<file path="src/rtl/oacl_ram.sv">
// Simple dual-port synchronous RAM with one write port and one registered read port.
// Used for the object table and the entry table; no dependencies.
`timescale 1ns / 1ps
module oacl_ram #(
  parameter int WIDTH = 8,
  parameter int DEPTH = 32
) (
  input  logic                     clk,
  input  logic                     we,
  input  logic [$clog2(DEPTH)-1:0] waddr,
  input  logic [WIDTH-1:0]         wdata,
  input  logic [$clog2(DEPTH)-1:0] raddr,
  output logic [WIDTH-1:0]         rdata
);

  logic [WIDTH-1:0] mem [DEPTH];

  always_ff @(posedge clk) begin
    if (we) begin
      mem[waddr] <= wdata;
    end
  end

  always_ff @(posedge clk) begin
    rdata <= mem[raddr];
  end

endmodule

</file>
<file path="config.mk">
export PLATFORM = sky130hd
export DESIGN_NAME = oacl_ram
export DESIGN_NICKNAME = d
export VERILOG_FILES = /design/src/rtl/oacl_ram.sv
export SDC_FILE = /design/constraint.sdc
export NUM_CORES = 1
export LEC_CHECK = 0
export ABC_AREA = 1
export BUFFER_PORTS_ARGS = -buffer_cell sky130_fd_sc_hd__buf_2
export CORE_ASPECT_RATIO = 1.25
export CORE_MARGIN = 2
export CORE_UTILIZATION = 30
export CTS_BUF_LIST = sky130_fd_sc_hd__clkbuf_4
export DETAILED_ROUTE_END_ITERATION = 7
export GPL_TIMING_DRIVEN = 0
export HOLD_SLACK_MARGIN = 0.12
export PLACE_DENSITY = 0.56
export SLEW_MARGIN = 20
export SYNTH_ARGS = -nofsm -noshare
export SYNTH_HDL_FRONTEND = slang
export SYNTH_SLANG_ARGS = --single-unit
</file>
<file path="constraint.sdc">
create_clock -name clk -period 2.3 [get_ports clk]
set_clock_uncertainty 0.15 [all_clocks]
set_input_delay 0.115 -clock clk [delete_from_list [all_inputs] [get_ports clk]]
set_output_delay 0.115 -clock clk [all_outputs]
set_load 0.005 [all_outputs]
</file>
## Word-level counts from Yosys, hierarchy flattened

Memories as Yosys holds them, arrays and structs flattened. A register that Yosys moved wholly into a read port is not among the register bits.
Cells that the tools add are included.

- RAM bits: 256
- Bits of input ports: 20
- Word-level logic and storage cells: 3
- Memories kept: 1
- Output and inout port bits: 8
- Flip-flop bits (word level): 0

- Muxes and demuxes: 2

Memory list:

| name | depth | bits a word | rd ports | clocked after memory_dff | wr ports | RTL line | source |
|---|---|---|---|---|---|---|---|
| mem | 32 | 8 | 1 | 1 | 1 | 16 | `logic [WIDTH-1:0] mem [DEPTH];` |

Operators with widths:

| kind | count |
|---|---|
| $mux 1 | 2 |

## Longest topological paths before layout

Gate-level depths: netlist (run 1).

- Depth after elaboration: 2
- Gate-level depth with buffers: 11
- Depth with buffers taken out: 9

## Worst setup path after synthesis (run 1)

Ideal clock, no wire load.

- Kind: input port to flip-flop
- Start point: input port waddr[0]
- End point: memory mem[0][0] (enable)
- Setup slack: 1.001 ns
- Required time: 1.780 ns
- Buffers on the path: 0
- Cell stages on the path: 3
- Arrival time: 0.779 ns
- Library setup time: 0.370 ns
- Cells stage by stage: inv_1 nand3_1 nor2_1

RTL lines:

| item | RTL line | source |
|---|---|---|
| start: declaration | 10 | `input logic [$clog2(DEPTH)-1:0] waddr,` |
| end: declaration | 16 |  |

Straight into the memory's write port.

## Final worst setup path (run 1)

- Start point: input port waddr[3]
- End point: memory mem[21][6] (enable)

Straight into the memory's write port.

==> impl_metrics.py, run 1 <==
metrics = {
    "critical_path": {
        "critical_path_class": "in2reg",
        "cpLargestDelayFamily": "buffers and inverters",
        "crit_start": "waddr[3]",
        "critical_path.cell_chain": "dlygate4sd3_1, buf_2, inv_1, nand3_1, dlygate4sd3_1, nor2_1",
        "crit_top_cell": "dlygate4sd3_1",
        "worst_setup_path_end_kind": "flop",
        "crit_path_start_kind": "primary input",
        "critPathMaxFanout": 8,
        "critPathRequiredTime_ns": 2.47,
        "arrival_ns": 2.24,
        "r2r-start": "mem[29][7]",
        "critPathMaxStageDelay_ns": 0.66,
        "critical_path_buf_inv_count": 4,
        "crit_slowest_cell": "nor2_1",
    },
    "routing": {
        "wl_microns": 28900,
        "drt_iter0_drc": 633,
        "drc": 0,
        "ant_nets": 0,
        "drtPass1Iterations": 5,
        "wire_per_inst_microns": 18.6,
        "viasPerCell": 4.65,
        "vias": 7221,
    },
    "synthesis": {
        "ys_seq_area_frac": 0.728,
        "synth_area_sq_um": 10800,
        "ys.warnings.count": 0,
        "ys_top_cells_by_area": "edfxtp_1, nand2_1, nand3_1, buf_6, dfxtp_1",
        "synth_cells": 922,
        "synth_cell_types": 12,
        "synth.top_cell.area_share": 0.713,
        "netlist.top_cell.by_area": "edfxtp_1",
        "syn_area_per_cell_sq_um": 11.7,
        "synth_fp_nets": 942,
        "ys_ff_latch": 264,
    },
    "worst_hold_path": {
        "min_path_type": "in2reg",
        "hold_path.startpoint": "we",
    },
    "floorplan": {
        "coreArea_sq_um": 35500,
        "die_area_sq_um": 37500,
        "ioPinCount": 28,
        "fp.dieH_microns": 216,
        "rows": 77,
        "die_w_microns": 174,
        "floorplan.initialDensity": 0.304,
    },
    "grt": {
        "antenna_found_initial": 2,
        "grt_pass1_wl_microns": 43100,
        "grt_pass1_vias": 7333,
        "grt_start_max_net_pins": 33,
        "grt-ovfl-total": 0,
        "grt_usage": 0.156,
    },
    "clocking": {
        "cts-htree-levels": 3,
        "max-clock-path-buffers": 3,
        "clkSinkCount": 264,
        "cts-resized-gates": 0,
        "cts.clk_slew.worst_paths_ns": 0.06,
        "cts_tree": "done",
        "cts.hold.buffers_added": 18,
        "clock_latency_ns": 0.71,
        "root_buffer": "clkbuf_4",
        "post_cts_buffers": 0,
        "numCtsBuffers": 67,
    },
    "timing": {
        "rsz0062_at_grt": "false",
        "hold_viol": 0,
        "finalMaxSlewViolations": 0,
        "fin_crit_sh": 0.903,
        "finalSetupViolCount": 0,
        "max_freq_mhz": 481,
        "max_slew_margin": 0.335,
        "tightest_slew_ns": 0.993,
        "finalCriticalPeriod_ns": 2.08,
        "finalSetupTns_ns": 0,
    },
    "power_and_ir_drop": {
        "swShare": 0.235,
        "p_seq_frac": 0.537,
        "power.internal_mw": 7.64,
        "combPwrFrac": 0.073,
        "power_frac_clock": 0.390,
        "power_density_nw_per_um2": 798,
        "p_switching_mw": 2.34,
        "vdd_ir_drop_max_uv": 355,
        "leakagePower_nw": 4.66,
    },
    "finish": {
        "drive_gt1_frac": 0.157,
        "post-route-util": 0.353,
        "nets": 1053,
        "final_cell_mix": "nand2_1, edfxtp_1, nand3_1",
        "area_growth_pct": 15.9,
        "final_common_cell": "nand2_1",
        "n_fill_cell": 3623,
    },
    "outcome": {
        "status": "complete, no violations",
    },
    "placement": {
        "dp_hpwl_microns": 18900,
        "portBuffers": 24,
        "gp_congestion": 0.907,
    },
    "flow_run": {
        "drv_cap": 0,
    },
}
==> Yosys cell counts <==
| library cell | number |
|---|---|
| inv_1 | 8 |
| nand2_1 | 360 |
| dfxtp_1 | 8 |
| nor2_1 | 32 |
| buf_6 | 24 |
| buf_1 | 2 |
| inv_2 | 2 |
| edfxtp_1 | 256 |
| nand3_1 | 204 |
| buf_2 | 15 |
| clkbuf_1 | 7 |
| buf_4 | 4 |
==> power by group through the flow <==
stage          clock network, mW  logic, mW  registers (mW)
2_1_floorplan                  0      0.385            5.47
3_3_place_gp                   0      0.694            5.46
3_5_place_dp                   0      0.702            5.47
4_1_cts                     4.00      0.730            5.36
5_1_grt                     4.22      0.797            5.36
6_report                    3.89      0.730            5.36
==> worst paths after layout <==
path,to,cells past startpoint,slack [ns]
max,mem[21][6],6,0.22
min,mem[13][3],3,0.17
max reg2reg,rdata[7],9,0.46
min reg2reg,rdata[3],8,0.73
==> area by class of cell <==
cell class              count  area (sq um)  area share
diodes                      4          10.0    0.000800
plain buffers              52           409      0.0327
clock buffers              93           698      0.0558
clock inverters            17           119     0.00950
inverters                  10          37.5     0.00300
multi-input cells         596          2490       0.199
flip-flops and latches    264          7850       0.627
well taps                 474           593      0.0474
repair buffers             42           300      0.0240
==> metrics by stage <==
step	hold slack [ns]	cells	power [mW]	setup slack, ns	instance area, sq um
3_5_place_dp	0.345	1420	6.17	0.220	11500
6_report	0.173	1552	9.99	0.223	12500
4_1_cts	0.133	1548	10.1	0.256	12500
5_1_grt	0.213	1550	10.4	0.125	12500
3_3_place_gp	0.353	1420	6.16	0.255	11500
2_1_floorplan	0.0639	922	5.85	1.00	10800
==> metal layers <==
| layer | track usage | up-vias | part of all wire |
|---|---|---|---|
| met5 | 0 | - | 0 |
| met2 | 0.279 | 249 | 0.51 |
| met3 | 0.0294 | 57 | 0.063 |
| met4 | 0.0636 | 0 | 0.026 |
| li1 | - | 3459 | - |
| met1 | 0.183 | 3456 | 0.40 |
==> state kept, by name, summed over array words and instances, names as in the netlist <==
name / flops
mem: 256
rdata: 8
==> worst reg2reg max path, cell delays in order (launching register included) <==
cell and delay, ns:
edfxtp_1 0.36, nand2_1 0.07, nand3_1 0.10, nand3_1 0.14
nand2_1 0.07, nand2_1 0.10, nand2_1 0.06, nand2_1 0.05
dlygate4sd3_1 0.54, nand2_1 0.07
==> cells by family (layout without fill, tap and decap cells) <==
kind of cell,count (synthesis),after routing,synth area share
buf+inv,62,214,0.0414
flops,264,264,0.728
other cells,0,4,0
simple gates,596,596,0.231
No activity file was read; power rests on OpenSTA's default activity.
==> inputs of run 2 (changes only) <==
- clock period: 2.3 -> 2.4 ns (I/O delays scaled with it)
==> impl_metrics.py, run 2 (synthesis gave the netlist of run 1 again) <==
metrics = {
    "outcome": {
        "status": "complete, no violations",
    },
    "finish": {
        "final_cell_mix": "nand2_1, edfxtp_1, nand3_1",
        "post-route-util": 0.353,
        "n_fill_cell": 3628,
        "area_growth_pct": 16.1,
        "largest_reg_flops": 256,
        "nets": 1053,
        "regMostFlops": "mem",
        "seqCellArea_sq_um": 7850,
        "fin_cells": 1552,
        "multi_input_area_sq_um": 2510,
        "drive_gt1_frac": 0.162,
        "final_common_cell": "nand2_1",
        "top_regs": "mem: 256 flops, rdata: 8 flops",
    },
    "flow_run": {
        "drv_cap": 0,
    },
    "grt": {
        "grt-ovfl-total": 0,
        "antenna_found_initial": 2,
        "grt_pass1_wl_microns": 43200,
        "grt_start_max_net_pins": 33,
        "grt_pass1_vias": 7353,
        "grt_usage": 0.156,
    },
    "routing": {
        "drc": 0,
        "ant_nets": 0,
        "wire_per_inst_microns": 18.8,
        "wl_microns": 29100,
        "drt_iter0_drc": 633,
        "drtPass1Iterations": 6,
        "viasPerCell": 4.66,
        "vias": 7225,
    },
    "floorplan": {
        "coreArea_sq_um": 35500,
        "rows": 77,
        "die_w_microns": 174,
        "die_area_sq_um": 37500,
        "ioPinCount": 28,
        "fp.dieH_microns": 216,
        "floorplan.initialDensity": 0.304,
    },
    "timing": {
        "max_freq_mhz": 482,
        "rsz0062_at_grt": "false",
        "finalSetupViolCount": 0,
        "fin_crit_sh": 0.865,
        "finalSetupTns_ns": 0,
        "finalCriticalPeriod_ns": 2.08,
        "finalMaxSlewViolations": 0,
        "tightest_slew_ns": 0.974,
        "max_slew_margin": 0.348,
        "hold_viol": 0,
    },
    "power_and_ir_drop": {
        "p_seq_frac": 0.536,
        "power_density_nw_per_um2": 765,
        "swShare": 0.235,
        "vdd_ir_drop_max_uv": 342,
        "p_switching_mw": 2.26,
        "combPwrFrac": 0.073,
        "power.internal_mw": 7.33,
        "leakagePower_nw": 4.67,
        "power_frac_clock": 0.390,
    },
    "placement": {
        "portBuffers": 24,
        "gp_congestion": 0.907,
        "placedCellCount": 1420,
        "dp_hpwl_microns": 18900,
    },
    "clocking": {
        "max-clock-path-buffers": 3,
        "clkSinkCount": 264,
        "root_buffer": "clkbuf_4",
        "cts-htree-levels": 3,
        "cts.clk_slew.worst_paths_ns": 0.06,
        "cts_tree": "done",
        "clock_latency_ns": 0.71,
        "post_cts_buffers": 0,
        "numCtsBuffers": 67,
    },
    "critical_path": {
        "critPathRequiredTime_ns": 2.57,
        "r2r-start": "mem[23][0]",
        "crit_path_start_kind": "primary input",
        "crit_path_end": "mem[21][6]",
        "critical_path_class": "in2reg",
        "rrSetupSlack_ns": 0.59,
        "arrival_ns": 2.24,
        "regToRegEndpoint": "rdata[0]",
        "critPathMaxFanout": 8,
        "rr_worst_depth": 9,
        "crit_start": "waddr[3]",
        "worst_setup_path_end_kind": "flop",
    },
    "worst_hold_path": {
        "hold_path.startpoint": "raddr[2]",
        "min_path_type": "in2reg",
    },
}
-- run 2: cell counts in the layout (fill, tap and decap cells not counted) --
No cell type changed its count.
-- run 2: area by class of cell --
class                      instances  area share
sequential                       264       0.626
clock buffer                      93      0.0557
inverter                          10     0.00300
antenna                            4    0.000799
buffer                            52      0.0330
multi-input combinational        596       0.200
clock inverter                    17     0.00949
tap                              474      0.0473
timing repair buffer              42      0.0240
-- run 2: through the flow --
step	worst slack, ns	power [mW]	area, sq um	hold WS, ns
after global placement	0.350	5.90	11500	0.358
after floorplan	1.10	5.61	10800	0.0689
final	0.324	9.58	12500	0.150
after CTS	0.0348	9.68	12500	0.128
after detailed placement	0.315	5.91	11500	0.350
after global routing	0.220	9.95	12500	0.203
-- run 2: worst max-delay path, cell delays in order --
cell	delay [ns]
dlygate4sd3_1	0.52
buf_2	0.16
inv_1	0.12
nand3_1	0.07
dlygate4sd3_1	0.60
nor2_1	0.64
-- run 2: routing by layer --
layer	global-route usage	part of all wire	vias up
met5	0	0	-
met4	0.0636	0.025	0
met3	0.0294	0.062	56
met2	0.279	0.51	241
met1	0.183	0.41	3465
li1	-	-	3463
-- run 2: worst min-delay path by stage --
stage / end / slack [ns] / cells past startpoint
after detailed placement: rdata[5] / 0.35 / 1
after floorplan: mem[0][0] / 0.07 / 0
after global routing: rdata[2] / 0.20 / 8
after global placement: rdata[5] / 0.36 / 1
after CTS: rdata[2] / 0.13 / 8
final: rdata[0] / 0.15 / 8
-- run 2: what timing repair did --
action                     CTS  global route
hold endpoints to repair   516             0
gates resized for setup      0             8
setup endpoints to repair    0             2
hold buffers                20             0
-- run 2: power by group through the flow --
stage                     registers, mW  clock network [mW]  logic, mW
after detailed placement           5.24                   0      0.673
after global placement             5.24                   0      0.665
final                              5.14                3.74      0.702
after floorplan                    5.24                   0      0.369
after global routing               5.14                4.05      0.767
after CTS                          5.14                3.84      0.705
